--- src/rtl/core/sbfec_pkg.sv ---
`timescale 1ns / 1ps
`default_nettype none

package sbfec_pkg;

    localparam int CODE_W          = 7;
    localparam int OUT_W           = 8;
    localparam int DELAY_DEPTH     = 3;
    localparam int QUEUE_DEPTH_DEF = 4;

    localparam logic [OUT_W-1:0]  UNRECOVERABLE     = 8'd128;
    localparam logic [7:0]        ERRORS_ALLOWED_RST = 8'd8;
    localparam logic [CODE_W-1:0] ALPHA_CODE_RST     = 7'd15;
    localparam logic [CODE_W-1:0] REPEAT_CODE_RST    = 7'd102;
    localparam logic [7:0]        ERR_MAX            = 8'd255;

    localparam logic [1:0] REG_INVERT = 2'd0;
    localparam logic [1:0] REG_ERRORS = 2'd1;
    localparam logic [1:0] REG_ALPHA  = 2'd2;
    localparam logic [1:0] REG_REPEAT = 2'd3;

    typedef struct packed {
        logic              invert_bits;
        logic [7:0]        errors_allowed;
        logic [CODE_W-1:0] alpha_code;
        logic [CODE_W-1:0] repeat_code;
    } cfg_t;

    // merge = 0: rx holds a finished code to deliver as is
    typedef struct packed {
        logic              merge;
        logic [CODE_W-1:0] rx;
        logic [CODE_W-1:0] dx;
    } qentry_t;

    function automatic logic code_ok(input logic [CODE_W-1:0] v);
        logic [2:0] n;
        n = '0;
        for (int k = 0; k < CODE_W; k++) begin
            n = n + {2'b00, v[k]};
        end
        return n == 3'd4;
    endfunction

endpackage

`default_nettype wire

--- src/rtl/core/sbfec_queue.sv ---
`timescale 1ns / 1ps
`default_nettype none

module sbfec_queue
    import sbfec_pkg::*;
#(
    parameter int DEPTH = QUEUE_DEPTH_DEF
) (
    input  wire logic    clk,
    input  wire logic    rst_n,
    input  wire logic    wr_en,
    input  wire qentry_t wr_data,
    input  wire logic    rd_en,
    output qentry_t      rd_data,
    output logic         q_full,
    output logic         q_empty
);

    localparam int PTR_W = (DEPTH > 1) ? $clog2(DEPTH) : 1;
    localparam int CNT_W = $clog2(DEPTH + 1);

    qentry_t            mem [DEPTH];
    logic [PTR_W-1:0]   wr_ptr_reg;
    logic [PTR_W-1:0]   rd_ptr_reg;
    logic [CNT_W-1:0]   count_reg;

    logic do_wr;
    logic do_rd;

    assign q_full  = (count_reg == CNT_W'(DEPTH));
    assign q_empty = (count_reg == '0);
    assign do_wr   = wr_en && !q_full;
    assign do_rd   = rd_en && !q_empty;
    assign rd_data = mem[rd_ptr_reg];

    function automatic logic [PTR_W-1:0] ptr_inc(input logic [PTR_W-1:0] p);
        return (p == PTR_W'(DEPTH - 1)) ? '0 : p + PTR_W'(1);
    endfunction

    always_ff @(posedge clk) begin
        if (do_wr) begin
            mem[wr_ptr_reg] <= wr_data;
        end
    end

    always_ff @(posedge clk or negedge rst_n) begin
        if (!rst_n) begin
            wr_ptr_reg <= '0;
            rd_ptr_reg <= '0;
            count_reg  <= '0;
        end else begin
            if (do_wr) begin
                wr_ptr_reg <= ptr_inc(wr_ptr_reg);
            end
            if (do_rd) begin
                rd_ptr_reg <= ptr_inc(rd_ptr_reg);
            end
            if (do_wr && !do_rd) begin
                count_reg <= count_reg + CNT_W'(1);
            end else if (do_rd && !do_wr) begin
                count_reg <= count_reg - CNT_W'(1);
            end
        end
    end

endmodule

`default_nettype wire

--- src/rtl/core/sbfec_front.sv ---
`timescale 1ns / 1ps
`default_nettype none

module sbfec_front
    import sbfec_pkg::*;
(
    input  wire logic        clk,
    input  wire logic        rst_n,
    input  wire cfg_t        cfg,
    input  wire logic        accept,
    input  wire logic [15:0] sample_value,
    output logic             q_push,
    output qentry_t          q_data
);

    logic [CODE_W-1:0] window_reg;
    logic [CODE_W-1:0] window_next;
    logic [2:0]        count_reg;
    logic [2:0]        count_next;
    logic [7:0]        err_reg;
    logic [7:0]        err_next;
    logic              phase_reg;
    logic              phase_next;
    logic [CODE_W-1:0] dly_reg [DELAY_DEPTH];
    logic [CODE_W-1:0] dly_next [DELAY_DEPTH];

    logic              bit_in;
    logic [CODE_W-1:0] win_new;
    logic              ok;
    logic [7:0]        err_mid;
    logic              phase_mid;

    function automatic logic [7:0] sat_inc(input logic [7:0] v);
        return (v == ERR_MAX) ? v : v + 8'd1;
    endfunction

    always_comb begin
        window_next = window_reg;
        count_next  = count_reg;
        err_next    = err_reg;
        phase_next  = phase_reg;
        dly_next    = dly_reg;
        q_push      = 1'b0;
        q_data      = '{merge: 1'b0, rx: '0, dx: '0};

        bit_in    = ((sample_value != '0) && !sample_value[15]) ^ cfg.invert_bits;
        win_new   = window_reg | (CODE_W'(bit_in) << count_reg);
        ok        = code_ok(win_new);
        err_mid   = ok ? 8'd0 : sat_inc(err_reg);
        phase_mid = phase_reg;

        if (accept) begin
            if (count_reg < 3'd6) begin
                window_next = win_new;
                count_next  = count_reg + 3'd1;
            end else if (!ok && (err_reg > cfg.errors_allowed)) begin
                // resync: drop oldest bit
                window_next = win_new >> 1;
                count_next  = 3'd6;
            end else begin
                window_next = '0;
                count_next  = '0;
                err_next    = err_mid;
                if (win_new == cfg.alpha_code) begin
                    phase_mid = 1'b0;
                    err_next  = '0;
                end
                if ((win_new != cfg.alpha_code) && (win_new == cfg.repeat_code)) begin
                    phase_next = 1'b0;
                    if ((dly_reg[0] == cfg.alpha_code) && (dly_reg[0] != '0)) begin
                        err_next = '0;
                        q_push   = 1'b1;
                        q_data   = '{merge: 1'b0, rx: dly_reg[0], dx: dly_reg[0]};
                    end else begin
                        err_next = sat_inc(err_mid);
                    end
                end else if (phase_mid) begin
                    phase_next = 1'b0;
                    q_push     = 1'b1;
                    q_data     = '{merge: 1'b1, rx: win_new, dx: dly_reg[0]};
                end else begin
                    phase_next = 1'b1;
                    for (int i = 0; i < DELAY_DEPTH - 1; i++) begin
                        dly_next[i] = dly_reg[i+1];
                    end
                    dly_next[DELAY_DEPTH-1] = win_new;
                end
            end
        end
    end

    always_ff @(posedge clk or negedge rst_n) begin
        if (!rst_n) begin
            window_reg <= '0;
            count_reg  <= '0;
            err_reg    <= '0;
            phase_reg  <= 1'b0;
            for (int i = 0; i < DELAY_DEPTH; i++) begin
                dly_reg[i] <= '0;
            end
        end else begin
            window_reg <= window_next;
            count_reg  <= count_next;
            err_reg    <= err_next;
            phase_reg  <= phase_next;
            dly_reg    <= dly_next;
        end
    end

endmodule

`default_nettype wire

--- src/rtl/core/sbfec_back.sv ---
`timescale 1ns / 1ps
`default_nettype none

module sbfec_back
    import sbfec_pkg::*;
(
    input  wire logic        clk,
    input  wire logic        rst_n,
    input  wire qentry_t     q_data,
    input  wire logic        q_empty,
    output logic             q_pop,
    input  wire logic        pop,
    output logic             empty,
    output logic [OUT_W-1:0] decoded_code
);

    typedef enum logic {
        ST_IDLE,
        ST_SEARCH
    } state_t;

    state_t            state_reg;
    state_t            state_next;
    logic [CODE_W-1:0] rx_reg;
    logic [CODE_W-1:0] rx_next;
    logic [CODE_W-1:0] dx_reg;
    logic [CODE_W-1:0] dx_next;
    logic [CODE_W-1:0] trial_reg;
    logic [CODE_W-1:0] trial_next;
    logic              out_valid_reg;
    logic              out_valid_next;
    logic [OUT_W-1:0]  out_reg;
    logic [OUT_W-1:0]  out_next;

    logic              out_free;
    logic [CODE_W-1:0] qrx;
    logic [CODE_W-1:0] qdx;
    logic [CODE_W-1:0] diff;
    logic [2:0]        ndiff;
    logic [CODE_W-1:0] sel;
    logic [CODE_W-1:0] mix;

    // place trial bits on the mismatching bit positions, lowest first
    function automatic logic [CODE_W-1:0] scatter(input logic [CODE_W-1:0] trial,
                                                  input logic [CODE_W-1:0] d);
        logic [CODE_W-1:0] s;
        logic [2:0]        idx;
        s   = '0;
        idx = '0;
        for (int k = 0; k < CODE_W; k++) begin
            if (d[k]) begin
                s[k] = trial[idx];
                idx  = idx + 3'd1;
            end
        end
        return s;
    endfunction

    assign empty        = !out_valid_reg;
    assign decoded_code = out_reg;
    assign out_free     = !out_valid_reg || pop;

    always_comb begin
        state_next     = state_reg;
        rx_next        = rx_reg;
        dx_next        = dx_reg;
        trial_next     = trial_reg;
        out_valid_next = out_valid_reg && !pop;
        out_next       = out_reg;
        q_pop          = 1'b0;

        qrx   = q_data.rx;
        qdx   = q_data.dx;
        diff  = qrx ^ qdx;
        ndiff = '0;
        for (int k = 0; k < CODE_W; k++) begin
            ndiff = ndiff + {2'b00, diff[k]};
        end
        sel = scatter(trial_reg, rx_reg ^ dx_reg);
        mix = (rx_reg & sel) | (dx_reg & ~sel);

        unique case (state_reg)
            ST_IDLE: begin
                if (!q_empty && out_free) begin
                    q_pop = 1'b1;
                    if (!q_data.merge) begin
                        out_valid_next = 1'b1;
                        out_next       = OUT_W'(qrx);
                    end else if (qrx == qdx) begin
                        out_valid_next = (qrx != '0);
                        out_next       = OUT_W'(qrx);
                    end else if (code_ok(qrx)) begin
                        out_valid_next = 1'b1;
                        out_next       = OUT_W'(qrx);
                    end else if (code_ok(qdx)) begin
                        out_valid_next = 1'b1;
                        out_next       = OUT_W'(qdx);
                    end else if (code_ok(qrx | qdx)) begin
                        out_valid_next = 1'b1;
                        out_next       = OUT_W'(qrx | qdx);
                    end else if (code_ok(qrx & qdx)) begin
                        out_valid_next = 1'b1;
                        out_next       = OUT_W'(qrx & qdx);
                    end else begin
                        rx_next    = qrx;
                        dx_next    = qdx;
                        trial_next = CODE_W'((8'd1 << ndiff) - 8'd1);
                        state_next = ST_SEARCH;
                    end
                end
            end
            ST_SEARCH: begin
                if (code_ok(mix)) begin
                    out_valid_next = 1'b1;
                    out_next       = OUT_W'(mix);
                    state_next     = ST_IDLE;
                end else if (trial_reg == '0) begin
                    out_valid_next = 1'b1;
                    out_next       = UNRECOVERABLE;
                    state_next     = ST_IDLE;
                end else begin
                    trial_next = trial_reg - CODE_W'(1);
                end
            end
            default: begin
                state_next = ST_IDLE;
            end
        endcase
    end

    always_ff @(posedge clk or negedge rst_n) begin
        if (!rst_n) begin
            state_reg     <= ST_IDLE;
            out_valid_reg <= 1'b0;
            rx_reg        <= '0;
            dx_reg        <= '0;
            trial_reg     <= '0;
            out_reg       <= '0;
        end else begin
            state_reg     <= state_next;
            out_valid_reg <= out_valid_next;
            rx_reg        <= rx_next;
            dx_reg        <= dx_next;
            trial_reg     <= trial_next;
            out_reg       <= out_next;
        end
    end

endmodule

`default_nettype wire

--- src/rtl/core/sitor_b_fec_decoder_core.sv ---
//  channel   direction  handshake                 payload
//  input     in         push / full               sample_value[15:0] signed
//  result    out        pop / empty               decoded_code[7:0]
//  config    in         APB psel/penable/pwrite   pwdata[31:0] at paddr 4*i
//
//  A sample is taken every cycle while the queue between the slicer and the
//  merge unit has room; full is high while it holds QUEUE_DEPTH requests.
//  Each queued request is resolved by the merge unit; if no direct merge gives a valid code, a
//  mismatch search of at most 2^n trials (n mismatching bits) runs and stops queue reads.
//  Results wait in a one-entry output register; an unpopped result backs up the queue.
//  rst_n is asynchronous and clears all state; config returns to defaults.
`timescale 1ns / 1ps
`default_nettype none

module sitor_b_fec_decoder_core
    import sbfec_pkg::*;
#(
    parameter int QUEUE_DEPTH = QUEUE_DEPTH_DEF
) (
    input  wire logic             clk,
    input  wire logic             rst_n,
    input  wire logic             push,
    output logic                  full,
    input  wire logic [15:0]      sample_value,
    output logic                  empty,
    input  wire logic             pop,
    output logic [OUT_W-1:0]      decoded_code,
    input  wire logic             psel,
    input  wire logic             penable,
    input  wire logic             pwrite,
    input  wire logic [3:0]       paddr,
    input  wire logic [31:0]      pwdata,
    output logic [31:0]           prdata,
    output logic                  pready
);

    cfg_t    cfg_reg;
    qentry_t q_wr_data;
    qentry_t q_rd_data;
    logic    q_push;
    logic    q_pop;
    logic    q_full;
    logic    q_empty;
    logic    accept;
    logic    cfg_wr;

    assign pready = 1'b1;
    assign full   = q_full;
    assign accept = push && !q_full;
    assign cfg_wr = psel && penable && pwrite;

    always_ff @(posedge clk or negedge rst_n) begin
        if (!rst_n) begin
            cfg_reg.invert_bits    <= 1'b0;
            cfg_reg.errors_allowed <= ERRORS_ALLOWED_RST;
            cfg_reg.alpha_code     <= ALPHA_CODE_RST;
            cfg_reg.repeat_code    <= REPEAT_CODE_RST;
        end else if (cfg_wr) begin
            unique case (paddr[3:2])
                REG_INVERT: cfg_reg.invert_bits    <= pwdata[0];
                REG_ERRORS: cfg_reg.errors_allowed <= pwdata[7:0];
                REG_ALPHA:  cfg_reg.alpha_code     <= pwdata[CODE_W-1:0];
                REG_REPEAT: cfg_reg.repeat_code    <= pwdata[CODE_W-1:0];
                default: ;
            endcase
        end
    end

    always_comb begin
        unique case (paddr[3:2])
            REG_INVERT: prdata = {31'd0, cfg_reg.invert_bits};
            REG_ERRORS: prdata = {24'd0, cfg_reg.errors_allowed};
            REG_ALPHA:  prdata = {25'd0, cfg_reg.alpha_code};
            REG_REPEAT: prdata = {25'd0, cfg_reg.repeat_code};
            default:    prdata = '0;
        endcase
    end

    sbfec_front u_front (
        .clk          (clk),
        .rst_n        (rst_n),
        .cfg          (cfg_reg),
        .accept       (accept),
        .sample_value (sample_value),
        .q_push       (q_push),
        .q_data       (q_wr_data)
    );

    sbfec_queue #(
        .DEPTH (QUEUE_DEPTH)
    ) u_queue (
        .clk     (clk),
        .rst_n   (rst_n),
        .wr_en   (q_push),
        .wr_data (q_wr_data),
        .rd_en   (q_pop),
        .rd_data (q_rd_data),
        .q_full  (q_full),
        .q_empty (q_empty)
    );

    sbfec_back u_back (
        .clk          (clk),
        .rst_n        (rst_n),
        .q_data       (q_rd_data),
        .q_empty      (q_empty),
        .q_pop        (q_pop),
        .pop          (pop),
        .empty        (empty),
        .decoded_code (decoded_code)
    );

endmodule

`default_nettype wire

--- config.mk ---
export PLATFORM = sky130hd
export DESIGN_NAME = sitor_b_fec_decoder_core
export DESIGN_NICKNAME = d
export VERILOG_FILES = /design/src/rtl/core/sbfec_pkg.sv /design/src/rtl/core/sbfec_queue.sv /design/src/rtl/core/sbfec_front.sv /design/src/rtl/core/sbfec_back.sv /design/src/rtl/core/sitor_b_fec_decoder_core.sv
export SDC_FILE = /design/constraint.sdc
export NUM_CORES = 1
export LEC_CHECK = 0
export BUFFER_PORTS_ARGS = -buffer_cell sky130_fd_sc_hd__buf_2
export CELL_PAD_IN_SITES_DETAIL_PLACEMENT = 1
export CELL_PAD_IN_SITES_GLOBAL_PLACEMENT = 2
export CORE_MARGIN = 1
export CORE_UTILIZATION = 36
export DETAILED_ROUTE_END_ITERATION = 8
export PLACE_DENSITY = 0.83
export SLEW_MARGIN = 30
export SYNTH_ARGS = -nofsm -noshare
export SYNTH_HDL_FRONTEND = slang
export SYNTH_HIERARCHICAL = 1
export SYNTH_SLANG_ARGS = --single-unit
--- constraint.sdc ---
create_clock -name clk -period 6.3 [get_ports clk]
set_clock_uncertainty 0.05 [all_clocks]
set_input_delay 0.63 -clock clk [delete_from_list [all_inputs] [get_ports clk]]
set_output_delay 0.63 -clock clk [all_outputs]
set_load 0.01 [all_outputs]
==> Word level (Yosys, flattened, before mapping) <==
Memories as Yosys holds them, arrays and structs flattened.
Cells that the tools add are included.
{ "word_totals": {"input_bits": 59, "ff_bits": 101, "output_inout_bits": 43, "mem_bits_rw": 60, "elab_cells": 279, "memories": 1} }
{ "op_classes": {"muxes": 102, "bitwise": 22, "reduce_logical": 38, "addsub": 56, "eq_ne": 30, "order_cmp": 8, "n_shift": 2} }
{ "memory_table": {"columns": ["name", "depth", "width", "rd", "rd_clocked_by_memory_dff", "wr", "line_no", "rtl"], "rows": [
  ["u_queue.mem", 4, 15, 1, 0, 1, "sbfec_queue.sv:22", "qentry_t mem [DEPTH];"]
]} }
{ "op_table": {"columns": ["operator", "count"], "rows": [
  ["32-bit case mux with 4 select lines", 1],
  ["8-bit 2-to-1 mux", 15],
  ["3-bit by 1-bit adder with 3-bit output", 35],
  ["15-bit 2-to-1 mux", 5],
  ["7-bit 2-to-1 mux", 10],
  ["1-bit 2-to-1 mux", 48],
  ["7-bit AND", 4],
  ["7-bit == test", 4],
  ["7-bit bitwise OR", 4],
  ["3-bit 2-to-1 mux", 9],
  ["3-bit == test, second input constant", 7],
  ["3-bit by 4-bit < comparator with 1-bit output, second input constant", 5],
  ["3-bit by 1-bit adder with 3-bit output, second input constant", 6],
  ["1-bit binary-select mux with 3-bit select", 6],
  ["8-bit by 1-bit adder with 8-bit output, second input constant", 2],
  ["8-bit == test, second input constant", 2],
  ["8-bit case mux with 2 select lines", 1],
  ["16-bit nonzero test", 1],
  ["1-bit by 1-bit adder with 2-bit output", 7],
  ["14-bit 2-to-1 mux", 1],
  ["2-bit inequality test, second input constant", 7],
  ["7-bit case mux with 2 select lines", 1],
  ["7-bit nonzero test", 2],
  ["7-bit by 1-bit subtractor with 7-bit output, second input constant", 2],
  ["33 further kinds", 73]
]} }

==> Longest topological paths before layout <==
{ "logic_depth": {"word_depth": 27, "ltp_mapped": 28} }

==> Hierarchy <==
Netlist, hierarchy kept.
{ "modules_own_cells": {"columns": ["mod", "area_per_inst_um2", "cells_each", "instances"], "rows": [
  ["sbfec_front", 3453.3, 409, 1],
  ["sbfec_back", 3390.8, 375, 1],
  ["sbfec_queue", 2628.8, 116, 1],
  ["sitor_b_fec_decoder_core", 1270.0, 98, 1]
]} }

==> Worst setup path before layout <==
No wires, ideal clock.
{ "synth_path": {"kind": "reg-to-reg", "start": "reg u_back.rx_reg[0]", "end": "reg u_back.out_reg[1], in the netlist u_back/decoded_code[1]", "arrival_ps": 6562, "period_less_slack_ps": 6737, "path_buffers": 1, "setup_time_ps": 125, "slack_ps": -437, "path_stages_with_launch": 23, "cell_sequence": "dfrtp_1 > xnor2_1 > inv_1 > ha_1 > xor3_2 > ha_1 > mux2_2 > ha_1 > mux2i_1 > inv_1 > ha_1 > a222oi_1 > mux4_2 > mux2_2 > fa_1 > fa_1 > fa_1 > nor3b_1 > nand2b_1 > or2_2 > nand2b_1 > clkbuf_1 > mux2_2"} }
{ "synth_via": {"elab_chain_len": 22} }
{ "synth_lines": {"columns": ["element", "line_no", "rtl"], "rows": [
  ["from (decl)", "sbfec_back.sv:24", "logic [CODE_W-1:0] rx_reg;"],
  ["from (signal assigned)", "sbfec_back.sv:142", "rx_reg <= rx_next;"],
  ["7-bit bitwise XOR", "sbfec_back.sv:79", "sel = scatter(trial_reg, rx_reg ^ dx_reg);"],
  ["1-bit 2-to-1 mux", "sbfec_back.sv:51", "if (d[k]) begin"],
  ["1-bit by 1-bit adder with 2-bit output", "sbfec_back.sv:53", "idx = idx + 3'd1;"],
  ["3-bit 2-to-1 mux", "sbfec_back.sv:51", null],
  ["3-bit by 1-bit adder with 3-bit output", "sbfec_back.sv:53", null],
  ["3-bit 2-to-1 mux", "sbfec_back.sv:51", null],
  ["3-bit by 1-bit adder with 3-bit output", "sbfec_back.sv:53", null],
  ["3-bit 2-to-1 mux", "sbfec_back.sv:51", null],
  ["(+6 left out)", null, null],
  ["1-bit 2-to-1 mux", "sbfec_back.sv:51", null],
  ["7-bit inverter", "sbfec_back.sv:80", "mix = (rx_reg & sel) | (dx_reg & ~sel);"],
  ["7-bit AND", "sbfec_back.sv:80", null],
  ["7-bit bitwise OR *", "sbfec_back.sv:80", null],
  ["3-bit by 1-bit adder with 3-bit output", "sbfec_pkg.sv:40", "n = n + {2'b00, v[k]};"],
  ["3-bit == test", "sbfec_pkg.sv:42", "return n == 3'd4;"],
  ["3-bit inequality test (no source line) / 8-bit 2-to-1 mux (equally long branches)", null, null],
  ["3-bit AND reduction (no source line) / 8-bit case mux with 2 select lines (equally long branches)", null, null],
  ["to (signal assigned)", "sbfec_back.sv:145", "out_reg <= out_next;"],
  ["to (decl)", "sbfec_back.sv:32", "logic [OUT_W-1:0] out_reg;"]
]} }
Mark *: on every way between the ends. The rest lies on a longest branch, timed or not. The select of a mux whose other input is x is not followed.
A chain may end at the register's enable or synchronous reset.

==> Worst setup path in the final report <==
{ "layout_path": {"start": "reg u_back.rx_reg[1]", "end": "reg u_back.out_reg[4], in the netlist u_back/decoded_code[4]"} }
{ "layout_via": {"elab_chain_len": 20} }
{ "layout_lines": {"columns": ["element", "line_no"], "rows": [
  ["7-bit bitwise XOR", "sbfec_back.sv:79"],
  ["3-bit 2-to-1 mux", "sbfec_back.sv:51"],
  ["3-bit by 1-bit adder with 3-bit output", "sbfec_back.sv:53"],
  ["3-bit 2-to-1 mux", "sbfec_back.sv:51"],
  ["3-bit by 1-bit adder with 3-bit output", "sbfec_back.sv:53"],
  ["3-bit 2-to-1 mux", "sbfec_back.sv:51"],
  ["3-bit by 1-bit adder with 3-bit output", "sbfec_back.sv:53"],
  ["3-bit 2-to-1 mux", "sbfec_back.sv:51"],
  ["(+4 left out)", null],
  ["1-bit 2-to-1 mux", "sbfec_back.sv:51"],
  ["7-bit inverter", "sbfec_back.sv:80"],
  ["7-bit AND", "sbfec_back.sv:80"],
  ["7-bit bitwise OR *", "sbfec_back.sv:80"],
  ["3-bit by 1-bit adder with 3-bit output", "sbfec_pkg.sv:40"],
  ["3-bit == test", "sbfec_pkg.sv:42"],
  ["3-bit inequality test (no source line) / 8-bit 2-to-1 mux (equally long branches)", null],
  ["3-bit AND reduction (no source line) / 8-bit case mux with 2 select lines (equally long branches)", null]
]} }
Marked as above.

==> run_results.csv <==
group,metric,value,unit
logic_synthesis,syn_area_per_cell,10.8,sq um
grt,grt.total_usage,0.192,
placement,post-dp-hpwl,21100,um
floorplanning,die-area,30500,sq um
sta,rsz0062_at_grt,"true",
sta,drv_slew,0,
critical_path,max_stage_delay,0.48,ns
sta,setup_viol,0,
routing,routed_wl,28000,um
grt,antenna_found_initial,0,
clock_tree,cts_tree,"yes",
critical_path,critPathMaxFanout,3,
logic_synthesis,synth-main-ff-cell,"dfrtp_1",
critical_path,crit_type,"reg2reg",
critical_path,crit_family,"adder cells",
routing,antenna_left,0,
sta,fin_crit_sh,0.982,
routing,wire_per_inst,19.0,um
status,status,"completed",
grt,grt_max_degree,68,
clock_tree,cts_sinks,161,
critical_path,cp_common_cell,"ha_4",
logic_synthesis,synth_area,10700,sq um
critical_path,worstSetupEndpointType,"flop",
critical_path,r2r_slack,0.11,ns
routing,drt_iter0_markers,343,
sta,maxSlewHeadroom,0.412,
critical_path,crit_path_top_delay_cell,"fa_1",
finish,syn2layout_area_growth,14.5,%
grt,grt_pass1_wl,45700,um
critical_path,worstPathRequired,6.57,ns
finish,post-route-util,0.424,
logic_synthesis,synth-seq-cells,161,
logic_synthesis,ys_warn_count,6,
grt,grt-ovfl-total,0,
clock_tree,numCtsBuffers,17,
critical_path,critPathBufInv,3,
floorplanning,ios,102,
clock_tree,htree_levels,4,
logic_synthesis,synthDistinctLibCells,86,
critical_path,path_cells,"xnor2_2 -> inv_2 -> ha_4 -> xor3_2 -> ha_4 -> mux2_4 -> ha_4 -> mux2i_2 -> inv_1 -> ha_4 -> a222oi_1 -> mux4_2 -> mux2_4 -> fa_1 -> fa_2 -> fa_1 -> nor3b_2 -> nand2b_4 -> or2_4 -> nand2_2 -> buf_4 -> a221o_1",
finish,fillerInstances,3228,
flow_run,cap_violations,0,
placement,finalWeightedCongestion,0.832,
finish,post_route_cells_drive_above_1_share,0.265,
clock_tree,cts_buffer_depth,2,
placement,io_buffers,50,
clock_tree,clockRootBuffer,"clkbuf_16",
sta,final-hold-violation-count,0,
floorplanning,start_util,0.370,
grt,grtUsageMet1,0.223,
critical_path,start_kind,"flop",
routing,via_count,7842,
floorplanning,row_count,62,
min_path,hold_class,"in2async",
finish,insertedDiodeCount,0,
sta,clock.fmax,162,MHz
clock_tree,hold_buffers,0,
grt,globalRouteMet3Util,0.0281,
logic_synthesis,async_reset_ff_frac,0.627,
floorplanning,core_area,29000,sq um
logic_synthesis,synth_cells,998,
grt,grt_pass1_vias,8415,
clock_tree,clk_latency,0.43,ns
sta,fin_setup_tns,0,ns
finish,largest_reg_flops,60,
grt,top_usage_layer,"met2",
sta,min_period,6.19,ns
clock_tree,path_clk_slew,0.07,ns
floorplanning,fp.dieW,175,um
grt,met2_usage,0.352,
logic_synthesis,ys_seq_area_frac,0.404,
critical_path,critPathArrivalTime,6.46,ns
routing,avgViaCountPerCell,5.33,
routing,detailedRoute.firstPassIterationCount,4,
finish,layout.nets,1200,
floorplanning,fp.dieH,175,um
routing,drc,0,
sta,tightest_slew,0.882,ns
logic_synthesis,synth_edf_count,60,
==> layout by cell type (no fill, tap or decap), types with 6 or more instances in the layout <==
| master | instances |
|---|---|
| a211oi_1 | 10 |
| a21oi_1 | 47 |
| a22o_1 | 6 |
| a31oi_1 | 12 |
| and2_1 | 12 |
| and3_1 | 6 |
| buf_2 | 49 |
| buf_4 | 58 |
| clkbuf_16 | 18 |
| conb_1 | 25 |
| dfrtp_1 | 92 |
| dfstp_2 | 9 |
| edfxtp_1 | 60 |
| fa_1 | 28 |
| ha_1 | 35 |
| inv_1 | 78 |
| mux2_2 | 62 |
| mux2_4 | 7 |
| mux2i_1 | 23 |
| mux4_2 | 18 |
| nand2_1 | 76 |
| nand2b_1 | 6 |
| nand3_1 | 20 |
| nand4_1 | 13 |
| nor2_1 | 46 |
| nor2b_1 | 6 |
| nor3_1 | 24 |
| nor4_1 | 9 |
| o211ai_1 | 6 |
| o21ai_0 | 46 |
| or3_1 | 11 |
| xnor2_1 | 14 |
| xor2_1 | 13 |
==> path summary, 6_finish.rpt <==
kind,startpoint,to,cells after the start
worst max register to register,u_back/rx_reg[1],u_back/decoded_code[4],22
max in group asynchronous,rst_n,cfg_reg[22],2
worst min register to register,u_front/dly_reg[8],u_front/dly_reg[15],1
min in group clk,pop,u_back/out_valid_reg,2
worst min-delay path,rst_n,u_back/rx_reg[2],1
worst max-delay path,u_back/rx_reg[1],u_back/decoded_code[4],22
==> layer usage <==
metal	wire (um)	share of wire
met1	11700	0.42
met2	14800	0.53
met3	693	0.025
met4	852	0.030
met5	0	0
==> synthesized netlist by cell type (7+ instances only) <==
library cell | n | area, sq um
a211oi_1 | 10 | 75.1
a21oi_1 | 49 | 245
a31oi_1 | 12 | 75.1
and2_1 | 13 | 81.3
buf_2 | 12 | 60.1
buf_4 | 27 | 203
clkbuf_1 | 30 | 113
dfrtp_1 | 92 | 2300
dfstp_2 | 9 | 236
edfxtp_1 | 60 | 1800
fa_1 | 29 | 581
ha_1 | 39 | 488
inv_1 | 80 | 300
mux2_2 | 66 | 743
mux2i_1 | 24 | 240
mux4_2 | 18 | 405
nand2_1 | 78 | 293
nand2b_1 | 8 | 50.1
nand3_1 | 20 | 100
nand4_1 | 13 | 81.3
nor2_1 | 46 | 173
nor2b_1 | 7 | 43.8
nor3_1 | 24 | 120
nor4_1 | 9 | 56.3
o21ai_0 | 47 | 235
or3_1 | 11 | 68.8
xnor2_1 | 16 | 140
xor2_1 | 13 | 114
==> worst register-to-register path: stages, from the launching register on <==
cell and delay [ns]:
dfrtp_1 0.41, xnor2_2 0.20, inv_2 0.07, ha_4 0.25, xor3_2 0.42, ha_4 0.23, mux2_4 0.27, ha_4 0.22
mux2i_2 0.16, inv_1 0.10, ha_4 0.21, a222oi_1 0.36, mux4_2 0.43, mux2_4 0.34, fa_1 0.47, fa_2 0.36
fa_1 0.48, nor3b_2 0.24, nand2b_4 0.17, or2_4 0.13, nand2_2 0.06, buf_4 0.14, a221o_1 0.33
==> per-stage QoR <==
stage	cell area (sq um)	instances	setup WS (ns)	hold WS [ns]
floorplan	10900	1021	0.0227	0.284
global placement	11600	1433	-0.0411	0.411
detailed placement	11600	1433	-0.124	0.422
CTS	12200	1466	0.0446	0.134
global route	12300	1470	-0.114	0.153
finish	12300	1470	0.111	0.118
==> cell type report <==
cell class | instances | area, sq um | area share
Clock buffer | 21 | 472 | 0.0383
Clock inverter | 11 | 101 | 0.00824
Inverter | 81 | 304 | 0.0247
Multi-Input combinational cell | 700 | 5840 | 0.475
Sequential cell | 161 | 4340 | 0.353
Tap cell | 384 | 480 | 0.0391
Timing Repair Buffer | 112 | 763 | 0.0620
==> kinds of logic (layout without fill, tap and decap cells) <==
| logic type | count (synthesis) | after routing | synth area share |
|---|---|---|---|
| compound gates | 187 | 187 | 0.116 |
| xor+xnor | 35 | 35 | 0.0354 |
| fa+ha+maj | 68 | 68 | 0.0995 |
| buf+inv | 160 | 225 | 0.0724 |
| flops | 161 | 161 | 0.404 |
| mux | 118 | 118 | 0.142 |
| other cells | 2 | 25 | 0.000699 |
| simple gates | 267 | 267 | 0.129 |
==> repair_timing <==
item                       CTS  global route
setup endpoints to repair   12            16
buffers inserted             1             4
pin swaps                    2            10
gates resized for setup      4            17
Power is left out: the tool's default activity adds up to more than one toggle a clock period on the data nets, which glitch-free logic cannot reach.
